<file path="config.mk">
export PLATFORM = sky130hd
export DESIGN_NAME = sbs_ctrl
export DESIGN_NICKNAME = d
export VERILOG_FILES = /design/src/hw/rtl/sbs_pkg.sv /design/src/hw/rtl/sbs_ctrl.sv
export VERILOG_INCLUDE_DIRS = /design/src /design/src/hw/rtl
export SDC_FILE = /design/constraint.sdc
export NUM_CORES = 1
export LEC_CHECK = 0
export BUFFER_PORTS_ARGS = -buffer_cell sky130_fd_sc_hd__buf_4
export CELL_PAD_IN_SITES_DETAIL_PLACEMENT = 0
export CELL_PAD_IN_SITES_GLOBAL_PLACEMENT = 2
export CORE_AREA = 3 3 40 42
export CTS_BUF_LIST = sky130_fd_sc_hd__clkbuf_2 sky130_fd_sc_hd__clkbuf_4 sky130_fd_sc_hd__clkbuf_8
export CTS_CLUSTER_DIAMETER = 120
export DETAILED_ROUTE_END_ITERATION = 12
export DIE_AREA = 0 0 43 45
export MAX_ROUTING_LAYER = met4
export PLACE_DENSITY = 0.52
export SLEW_MARGIN = 20
export SYNTH_ARGS = -nofsm -noshare
export SYNTH_HDL_FRONTEND = slang
export SYNTH_SLANG_ARGS = --single-unit
</file>
<file path="constraint.sdc">
create_clock -name clock -period 2 [get_ports clock]
set_input_delay 0.3 -clock clock [delete_from_list [all_inputs] [get_ports clock]]
set_output_delay 0.3 -clock clock [all_outputs]
set_load 0.02 [all_outputs]
</file>
<file path="src/hw/rtl/sorted_table_binary_search_assert.svh">
// Assertion macros shared by the sorted table search modules.
`ifndef SORTED_TABLE_BINARY_SEARCH_ASSERT_SVH
`define SORTED_TABLE_BINARY_SEARCH_ASSERT_SVH

`ifndef ASSERT_OFF

`define SBS_ASSERT(name, clk, rst, prop) \
   name: assert property (@(posedge clk) disable iff (rst) prop) \
      else $error("sorted table search assertion failed");

`define SBS_ASSERT_ALWAYS(name, clk, prop) \
   name: assert property (@(posedge clk) prop) \
      else $error("sorted table search assertion failed");

`else

`define SBS_ASSERT(name, clk, rst, prop)

`define SBS_ASSERT_ALWAYS(name, clk, prop)

`endif

`endif

</file>
<file path="src/hw/rtl/sbs_pkg.sv">
package sbs_pkg;

   localparam int DATA_BITS  = 32;
   localparam int SLOT_BITS  = 10;
   localparam int COUNT_BITS = 11;

   localparam logic FUNC_LOAD   = 1'b0;
   localparam logic FUNC_SEARCH = 1'b1;

   typedef struct packed {
      logic                        func;
      logic [SLOT_BITS-1:0]        slot;
      logic signed [DATA_BITS-1:0] word;
   } req_word_type;

   typedef struct packed {
      logic                 found;
      logic [SLOT_BITS-1:0] first_slot;
   } rsp_word_type;

   typedef enum logic [1:0] {
      ST_IDLE,
      ST_CHECK,
      ST_COMPARE,
      ST_EMIT
   } state_type;

   typedef struct packed {
      logic load_wr;
      logic start;
      logic probe;
      logic step;
      logic emit;
   } cmd_type;

   typedef struct packed {
      logic range_open;
   } status_type;

endpackage

</file>
<file path="src/hw/rtl/sbs_ctrl.sv">
`include "sorted_table_binary_search_assert.svh"

module sbs_ctrl (
   input  logic                clock,
   input  logic                reset,
   input  logic                req_valid,
   input  logic                req_func,
   output logic                req_stall,
   output logic                rsp_valid,
   input  logic                rsp_stall,
   output sbs_pkg::cmd_type    cmd,
   input  sbs_pkg::status_type status
);

   import sbs_pkg::*;

   state_type state_ff;
   state_type state_in;
   logic      rsp_valid_ff;
   logic      rsp_valid_in;
   logic      out_free;

   assign out_free = !rsp_valid_ff || !rsp_stall;

   always_comb begin
      state_in = state_ff;
      case (state_ff)
         ST_IDLE: begin
            if (req_valid && (req_func == FUNC_SEARCH)) begin
               state_in = ST_CHECK;
            end
         end
         ST_CHECK: begin
            if (status.range_open) begin
               state_in = ST_COMPARE;
            end else begin
               state_in = ST_EMIT;
            end
         end
         ST_COMPARE: begin
            state_in = ST_CHECK;
         end
         ST_EMIT: begin
            if (out_free) begin
               state_in = ST_IDLE;
            end
         end
         default: begin
            state_in = ST_IDLE;
         end
      endcase
   end

   always_comb begin
      cmd       = '0;
      req_stall = 1'b1;
      case (state_ff)
         ST_IDLE: begin
            req_stall = 1'b0;
            if (req_valid) begin
               if (req_func == FUNC_LOAD) begin
                  cmd.load_wr = 1'b1;
               end else begin
                  cmd.start = 1'b1;
               end
            end
         end
         ST_CHECK: begin
            cmd.probe = status.range_open;
         end
         ST_COMPARE: begin
            cmd.step = 1'b1;
         end
         ST_EMIT: begin
            cmd.emit = out_free;
         end
         default: begin
            cmd = '0;
         end
      endcase
   end

   assign rsp_valid_in = cmd.emit || (rsp_valid_ff && rsp_stall);

   always_ff @(posedge clock) begin
      if (reset) begin
         state_ff     <= ST_IDLE;
         rsp_valid_ff <= 1'b0;
      end else begin
         state_ff     <= state_in;
         rsp_valid_ff <= rsp_valid_in;
      end
   end

   assign rsp_valid = rsp_valid_ff;

   `SBS_ASSERT(a_compare_follows_probe, clock, reset,
      (state_ff == ST_COMPARE) |-> ($past(state_ff) == ST_CHECK))
   `SBS_ASSERT(a_emit_into_free_register, clock, reset,
      cmd.emit |-> (!rsp_valid_ff || !rsp_stall))
   `SBS_ASSERT(a_search_starts_probing, clock, reset,
      (req_valid && !req_stall && (req_func == FUNC_SEARCH)) |=> (state_ff == ST_CHECK))

endmodule

</file>
==> results of run 1 <==
-- sequential cells by signal, indices dropped and copies added, names as in the netlist --
name,cells
state_ff,2
rsp_valid,1
-- path summary, 6_finish.rpt --
| path | startpoint | to | cells past startpoint |
|---|---|---|---|
| hold / removal | reset | rsp_valid | 2 |
| setup / recovery | state_ff[0] | cmd[3] | 3 |
| setup reg to reg | state_ff[1] | state_ff[0] | 2 |
| hold reg to reg | rsp_valid | rsp_valid | 2 |
-- layout by cell type, fill, tap and decap left out --
cell type	netlist	final
a21oi_1	2	2
a211oi_1	1	1
dfxtp_1	3	3
and3b_1	1	1
nand2b_1	1	1
and3_1	1	1
nor4_2	1	1
clkbuf_4	0	4
nand2_1	3	3
nor2_1	2	2
nor2b_1	1	1
a21oi_2	1	1
buf_4	0	12
inv_1	1	1
-- final cells by class --
class / count / share of cell area
sequential: 3 / 0.209
multi-input combinational: 14 / 0.296
tap: 15 / 0.0652
inverter: 1 / 0.0130
clock buffer: 4 / 0.104
timing repair buffer: 12 / 0.313
-- metal layers --
metal	GRT usage	up-vias	part of all wire
met5	-	-	0
met4	0.0723	0	0.058
met3	0.0279	4	0.049
met2	0.0898	6	0.53
met1	0.0601	82	0.36
li1	-	95	-
-- power groups by stage --
stage / combinational (uW) / clock [uW] / sequential [uW]
2_1_floorplan: 26.3 / 0 / 69.3
3_3_place_gp: 51.6 / 0 / 71.0
3_5_place_dp: 52.1 / 0 / 71.0
4_1_cts: 52.2 / 126 / 70.0
5_1_grt: 55.9 / 129 / 70.8
6_report: 51.4 / 122 / 69.8
-- per-stage QoR --
step	hold WS, ns	total power, uW	instances	util	cell area (um2)
global placement	0.486	123	45	0.201	258
global route	0.249	256	49	0.224	288
CTS	0.240	248	49	0.224	288
detailed placement	0.486	123	45	0.201	258
floorplan	0.369	95.6	18	-	149
finish	0.247	243	49	0.224	288
-- synth_stat cells --
cell / instances / share of area
inv_1: 1 / 0.025
a211oi_1: 1 / 0.050
nor2_1: 2 / 0.050
nand2b_1: 1 / 0.042
and3_1: 1 / 0.042
dfxtp_1: 3 / 0.40
nand2_1: 3 / 0.076
and3b_1: 1 / 0.059
a21oi_2: 1 / 0.059
nor4_2: 1 / 0.084
nor2b_1: 1 / 0.042
a21oi_1: 2 / 0.067
-- kinds of logic (layout without fill, tap and decap cells) --
group,after synthesis,after routing,synth area share
AND/OR/NAND/NOR,10,10,0.395
flip-flops,3,3,0.403
AO/OA/AOI/OAI,4,4,0.177
buffers and inverters,1,17,0.0252
==> metrics.cfg, run 1 <==
[status]
status=finished, final reports clean

[worst_setup_path]
start_kind=flip-flop
cp_top_family=flip-flops
cp_slowest_cell=dfxtp_1
max_stage_delay_ns=0.42
critical_path_class=flip-flop to output pin
cp_num_buf_inv=1
crit_required_ns=1.70
cp_cell_sequence=nor2_1 -> and3_1 -> buf_4
crit_arrival_ns=1.09
reg2reg_setup_slack_ns=1.10
cp-end-kind=output pin
critPathMaxFanout=6

[grt]
grt_max_degree=7
grt_pass1_wl_um=828
grt-ovfl-total=0
grt_use_total=0.0634
grt_pass1_vias=171
antenna_found_initial=0

[place]
dp_slack_ns=0.846
port_buffers=12
dpl.hpwl_um=377
place.gp.congestion=0.592

[final_layout]
regArea_um2=60.1
diodes=0
num-fill-cells=150
drive_above_1_share=0.529
final_nets=41
multi_input_area_um2=85.1
areaGrowthSynthToFinish_pct=93.3

[floorplanning]
dieArea_um2=1940
core_area_um2=1280
placementRows=13
dieHeight_um=45
fp.dieW_um=43
ios=13
start_util=0.116

[detailed_routing]
routed_wl_um=468
drc=0
drtIter0Drc=1
route.vias.total=187
firstDrtPassIters=4
antenna_left=0
wire_per_inst_um=9.55
avgViaCountPerCell=3.82

[yosys]
ys_warn_count=0
syn_avg_cell_area_um2=8.27
ys_types=12
synth-seq-area-share=0.403
postSynthCellCount=18
ys_ff_latch=3
synth_nets=24
syn_area_um2=149

[clock_network]
cts_hold_buffers=0
htreeDepth=1
cts_setup_buffers=0
cts_max_path_buffers=2
cts.repair.resized=0
clk_latency_ns=0.24
clockRootBuffer=clkbuf_4
cts_made_buffers=3
clkSinkCount=3
cts_tree=yes
clk_transition_reported_paths_ns=0.04

[sta]
slew_viol_final=0
skew_ns=0.00387
finalCritPeriodShare=0.696
max_freq_ghz=0.718
tightest_slew_ns=0.275
hold_viol_final=0
rsz0062_at_grt=no
min_period_ns=1.39
postLayoutSetupSlackWorst_ns=0.608
setup_viol=0
tns_ns=0
relSlewSlack=0.816

[power]
pwr_density_cell_nw_per_um2=846
intPower_uw=178
p_comb_frac=0.211
p_sw_uw=65.9
pwr-share-clk=0.502
p_seq_frac=0.287
power.share.switching=0.271
ir_drop_mv=0.188
p_leak_uw=0.000144

[worst_hold_path]
min-delay-path-class=input port to flip-flop

[flow_run]
maxCapViolCount=0

Note: power is estimated with default switching activity, not from simulation.
==> run 2: changes to the inputs <==
==> constraint.sdc (replaced) <==
create_clock -name clock -period 1.3 [get_ports clock]
set_input_delay 0.195 -clock clock [delete_from_list [all_inputs] [get_ports clock]]
set_output_delay 0.195 -clock clock [all_outputs]
set_load 0.02 [all_outputs]
==> run 2 against run 1 <==
Largest power group unchanged. Sequential power grew 55%. Die area did not move. Hold slack worse by 0.11 ns. Routed wire length down 12%. Global-route usage is 0.60 points lower. Register-to-register slack got worse by 0.65 ns. First-iteration DRC count up 100%. Sequential cell count stayed put.
==> metrics.cfg, run 2 (synthesized netlist as in run 1, its figures left out) <==
[status]
status=finished, final reports clean

[detailed_routing]
firstDrtPassIters=2  ; -2
wire_per_inst_um=8.45  ; -12%
drtIter0Drc=2  ; +1
routed_wl_um=414  ; -12%
route.vias.total=182  ; -2.7%
avgViaCountPerCell=3.71  ; -2.7%
antenna_left=0  ; unchanged
drc=0  ; unchanged

[final_layout]
final_core_util=0.228  ; +0.00389
largest_reg_flops=2  ; unchanged
layout_common_cells=buf_4 (12), clkbuf_4 (4), nand2_1 (3)
mostFrequentLayoutCell=buf_4
num-fill-cells=152  ; +1.3%
multi_input_area_um2=87.6  ; +2.9%
areaGrowthSynthToFinish_pct=96.6
regArea_um2=62.6  ; +4.2%
drive_above_1_share=0.618  ; +0.0882
diodes=0  ; unchanged
final_cells=49  ; unchanged
regMostFlops=state_ff
final_nets=41  ; unchanged

[sta]
tightest_slew_ns=0.254  ; -0.0209 ns
finalCritPeriodShare=0.917
skew_ns=0.00139  ; -0.00249 ns
setup_viol=0  ; unchanged
tns_ns=0  ; unchanged
min_period_ns=1.19
relSlewSlack=0.830  ; +0.0140
rsz0062_at_grt=no
hold_viol_final=0  ; unchanged
max_freq_ghz=0.838
slew_viol_final=0  ; unchanged

[flow_run]
maxCapViolCount=0  ; unchanged

[worst_setup_path]
critical_path_class=flip-flop to output pin
cp_top_family=flip-flops
crit_required_ns=1.11  ; -0.59 ns
critPathMaxFanout=6  ; unchanged
cp-end-kind=output pin
cp_num_buf_inv=1  ; unchanged
start_kind=flip-flop
reg2reg_from=state_ff[1]
max_stage_delay_ns=0.34  ; -0.08 ns
crit_arrival_ns=1.00  ; -0.09 ns
critPathLaunch=state_ff[0]
cp_cell_sequence=nor2_2 -> and3_1 -> buf_4
cp_slowest_cell=dfxtp_2

[worst_hold_path]
holdCritStartpoint=reset
min-delay-path-class=input port to flip-flop

[grt]
grt_pass1_wl_um=759  ; -8.3%
grt_pass1_vias=182  ; +6.4%
grt_use_total=0.0574  ; -0.00600
antenna_found_initial=0  ; unchanged
grt_max_degree=7  ; unchanged
grt-ovfl-total=0  ; unchanged

[clock_network]
clkSinkCount=3  ; unchanged
clk_transition_reported_paths_ns=0.04  ; about the same
cts_made_buffers=3  ; unchanged
cts_max_path_buffers=2  ; unchanged
clockRootBuffer=clkbuf_4
clk_latency_ns=0.23  ; about the same
cts_tree=yes
htreeDepth=1  ; unchanged
cts_hold_buffers=0  ; unchanged

[floorplanning]
dieArea_um2=1940  ; unchanged
core_area_um2=1280  ; unchanged
ios=13  ; unchanged
start_util=0.116  ; unchanged
dieHeight_um=45  ; unchanged
placementRows=13  ; unchanged
fp.dieW_um=43  ; unchanged

[power]
p_leak_uw=0.000145  ; +0.90%
power_uw=369  ; +51%
pwr_density_cell_nw_per_um2=1260  ; +49%
ir_drop_mv=0.488  ; +160%

[place]
port_buffers=12  ; unchanged
dpl.hpwl_um=356  ; -5.5%
place.gp.congestion=0.604  ; +2.1%
placed_cells=45  ; unchanged

run 2: path summary, 6_finish.rpt:
kind,end,depth (start not counted),slack (ns)
setup / recovery,cmd[3],3,0.11
hold / removal,state_ff[0],2,0.14
setup reg to reg,state_ff[0],2,0.45
hold reg to reg,state_ff[1],1,0.47
run 2: per-stage QoR:
stage	worst slack (ns)	instance area, um2	hold slack [ns]
floorplan	0.285	149	0.264
CTS	0.0273	288	0.132
global placement	0.280	258	0.385
global route	0.0167	293	0.130
detailed placement	0.284	258	0.380
finish	0.107	293	0.135
run 2: timing repair:
| action | 4_1_cts | 5_1_grt |
|---|---|---|
| endpoints found under the setup margin | 0 | 3 |
| resized for setup | 0 | 3 |
| buffers inserted | 0 | 0 |
run 2: routing by layer:
metal	up-vias	wire length [um]	GRT usage
met5	-	0	-
met4	0	0	0.0181
met3	0	38	0.0518
met2	5	233	0.0868
met1	84	142	0.0529
li1	93	-	-
run 2: area by class of cell:
| cell class | instances | share of cell area |
|---|---|---|
| Sequential cell | 3 | 0.214 |
| Inverter | 1 | 0.0128 |
| Tap cell | 15 | 0.0641 |
| Timing Repair Buffer | 12 | 0.308 |
| Multi-Input combinational cell | 14 | 0.299 |
| Clock buffer | 4 | 0.103 |
run 2: where the power goes:
part,switching (uW),internal [uW]
registers,8.26,99.9
clock network,45.3,136
logic,40.0,39.6
total,93.6,275
==> run 3: changes to the inputs <==
--- a/config.mk
+++ b/config.mk
@@ -9,11 +9,11 @@
 export BUFFER_PORTS_ARGS = -buffer_cell sky130_fd_sc_hd__buf_4
 export CELL_PAD_IN_SITES_DETAIL_PLACEMENT = 0
 export CELL_PAD_IN_SITES_GLOBAL_PLACEMENT = 2
-export CORE_AREA = 3 3 40 42
+export CORE_AREA = 2 2 39 41
 export CTS_BUF_LIST = sky130_fd_sc_hd__clkbuf_2 sky130_fd_sc_hd__clkbuf_4 sky130_fd_sc_hd__clkbuf_8
 export CTS_CLUSTER_DIAMETER = 120
 export DETAILED_ROUTE_END_ITERATION = 12
-export DIE_AREA = 0 0 43 45
+export DIE_AREA = 0 0 41 43
 export MAX_ROUTING_LAYER = met4
 export PLACE_DENSITY = 0.52
 export SLEW_MARGIN = 20
==> run 3 against run 2 <==
Critical path depth did not move. Critical endpoint is now cmd[0]. Die area is 8.9% lower. Worst setup slack got worse by 0.027 ns.
==> metrics.cfg, run 3 (synthesized netlist as in run 1, its figures left out) <==
[worst_setup_path]
critPathLaunch=state_ff[0]
cp-end-kind=output pin
max_stage_delay_ns=0.37  ; +0.03 ns
crit_required_ns=1.11  ; about the same
cp_num_buf_inv=1  ; unchanged
critPathMaxFanout=6  ; unchanged
cp_cell_sequence=nand2_1 -> a21oi_2 -> buf_4
cp_top_family=flip-flops
reg2reg_setup_slack_ns=0.43  ; -0.02 ns
crit_arrival_ns=1.02  ; +0.02 ns
rr_endpoint=state_ff[0]
start_kind=flip-flop
r2r_cells=2  ; unchanged
reg2reg_from=state_ff[1]
cp_slowest_cell=dfxtp_2
critical_path_class=flip-flop to output pin

[sta]
hold_viol_final=0  ; unchanged
skew_ns=0.000562  ; -0.000824 ns
finalCritPeriodShare=0.938  ; +0.0210
slew_viol_final=0  ; unchanged
rsz0062_at_grt=no
setup_viol=0  ; unchanged
tightest_slew_ns=0.260  ; +0.00611 ns
relSlewSlack=0.826  ; -0.00410
postLayoutSetupSlackWorst_ns=0.0800  ; -0.0273 ns
max_freq_ghz=0.820  ; -2.2%
tns_ns=0  ; unchanged
min_period_ns=1.22  ; +0.0273 ns

[status]
status=finished, final reports clean

[worst_hold_path]
whs_path_depth=2  ; unchanged
hold_end=state_ff[0]
min-delay-path-class=input port to flip-flop
holdCritStartpoint=reset

[power]
ir_drop_mv=0.444  ; -8.9%
p_leak_uw=0.000145  ; unchanged
pwr_density_cell_nw_per_um2=1260  ; +0.28%
power_uw=371  ; +0.71%

[place]
placed_cells=46  ; +2.2%
dp_slack_ns=0.273  ; -0.0108 ns
place.gp.congestion=0.630  ; +4.3%
port_buffers=12  ; unchanged
dpl.hpwl_um=333  ; -6.4%

[floorplanning]
ios=13  ; unchanged
core_area_um2=1380  ; +7.7%
dieArea_um2=1760  ; -8.9%
dieHeight_um=43  ; -4.4%
start_util=0.108  ; -0.00828
placementRows=14  ; +1
fp.dieW_um=41  ; -4.7%

[clock_network]
cts_setup_buffers=0  ; unchanged
cts_tree=yes
clkSinkCount=3  ; unchanged
cts_hold_buffers=0  ; unchanged
cts_max_path_buffers=2  ; unchanged
clockRootBuffer=clkbuf_4
htreeDepth=1  ; unchanged
clk_latency_ns=0.23  ; about the same
cts_made_buffers=3  ; unchanged
clk_transition_reported_paths_ns=0.04  ; about the same

[final_layout]
mostFrequentLayoutCell=buf_4
final_nets=41  ; unchanged
areaGrowthSynthToFinish_pct=97.5
final_cells=50  ; +2.0%
num-fill-cells=145  ; -4.6%
drive_above_1_share=0.618  ; unchanged
layout_common_cells=buf_4 (12), clkbuf_4 (4), nand2_1 (3)
final_core_util=0.212  ; -0.0154
regMostFlops=state_ff
diodes=0  ; unchanged
largest_reg_flops=2  ; unchanged

[grt]
grt_max_degree=7  ; unchanged
antenna_found_initial=0  ; unchanged
grt-ovfl-total=0  ; unchanged
grt_use_total=0.0617  ; +0.00425
grt_pass1_vias=171  ; -6.0%
grt_pass1_wl_um=648  ; -15%

[detailed_routing]
routed_wl_um=427  ; +3.1%
drc=0  ; unchanged
wire_per_inst_um=8.54  ; +1.1%
antenna_left=0  ; unchanged
firstDrtPassIters=2  ; unchanged
route.vias.total=177  ; -2.7%
avgViaCountPerCell=3.54  ; -4.7%
drtIter0Drc=1  ; -1

[flow_run]
maxCapViolCount=0  ; unchanged

run 3: cell counts in the layout (fill, tap and decap cells not counted):
Identical to the previous run, type by type.
run 3: how the worst max path moves through the flow:
stage / to / slack, ns / depth (start not counted)
floorplan: cmd[4] / 0.29 / 3
global placement: cmd[3] / 0.28 / 3
finish: cmd[0] / 0.08 / 3
global route: cmd[3] / 0.004 / 3
CTS: cmd[0] / 0.02 / 3
detailed placement: cmd[3] / 0.27 / 3
run 3: final cells by class:
cell class | instances | area (um2) | area share
inverter | 1 | 3.75 | 0.0128
timing repair buffer | 12 | 90.1 | 0.306
clock buffer | 4 | 30.0 | 0.102
multi-input combinational | 14 | 87.6 | 0.298
tap | 16 | 20.0 | 0.0681
sequential | 3 | 62.6 | 0.213
run 3: layer usage:
| layer | GRT usage | up-vias | part of all wire |
|---|---|---|---|
| met3 | 0.0366 | 0 | 0.16 |
| li1 | - | 94 | - |
| met4 | 0.0800 | 0 | 0 |
| met5 | - | - | 0 |
| met1 | 0.0673 | 71 | 0.46 |
| met2 | 0.0625 | 12 | 0.37 |
run 3: metrics by stage:
step / cell area (um2) / hold WS [ns]
5_1_grt: 294 / 0.126
3_5_place_dp: 259 / 0.375
4_1_cts: 289 / 0.128
3_3_place_gp: 259 / 0.380
6_report: 294 / 0.132
2_1_floorplan: 149 / 0.264
run 3: worst reg2reg max path, delay by kind of cell (launching register included):
| kind | cells | cell delay, ns |
|---|---|---|
| flip-flops | 1 | 0.36 |
| AND/OR/NAND/NOR | 2 | 0.41 |
run 3: what timing repair did:
item / in CTS / in global routing
setup endpoints to repair: 0 / 3
gates resized for setup: 0 / 3
hold endpoints to repair: 0 / 0
run 3: power by group:
group / internal, uW / leakage (uW) / switching [uW]
logic: 39.5 / 0.000102 / 39.9
registers: 99.8 / 0.0000253 / 9.16
clock network: 136 / 0.0000184 / 47.1
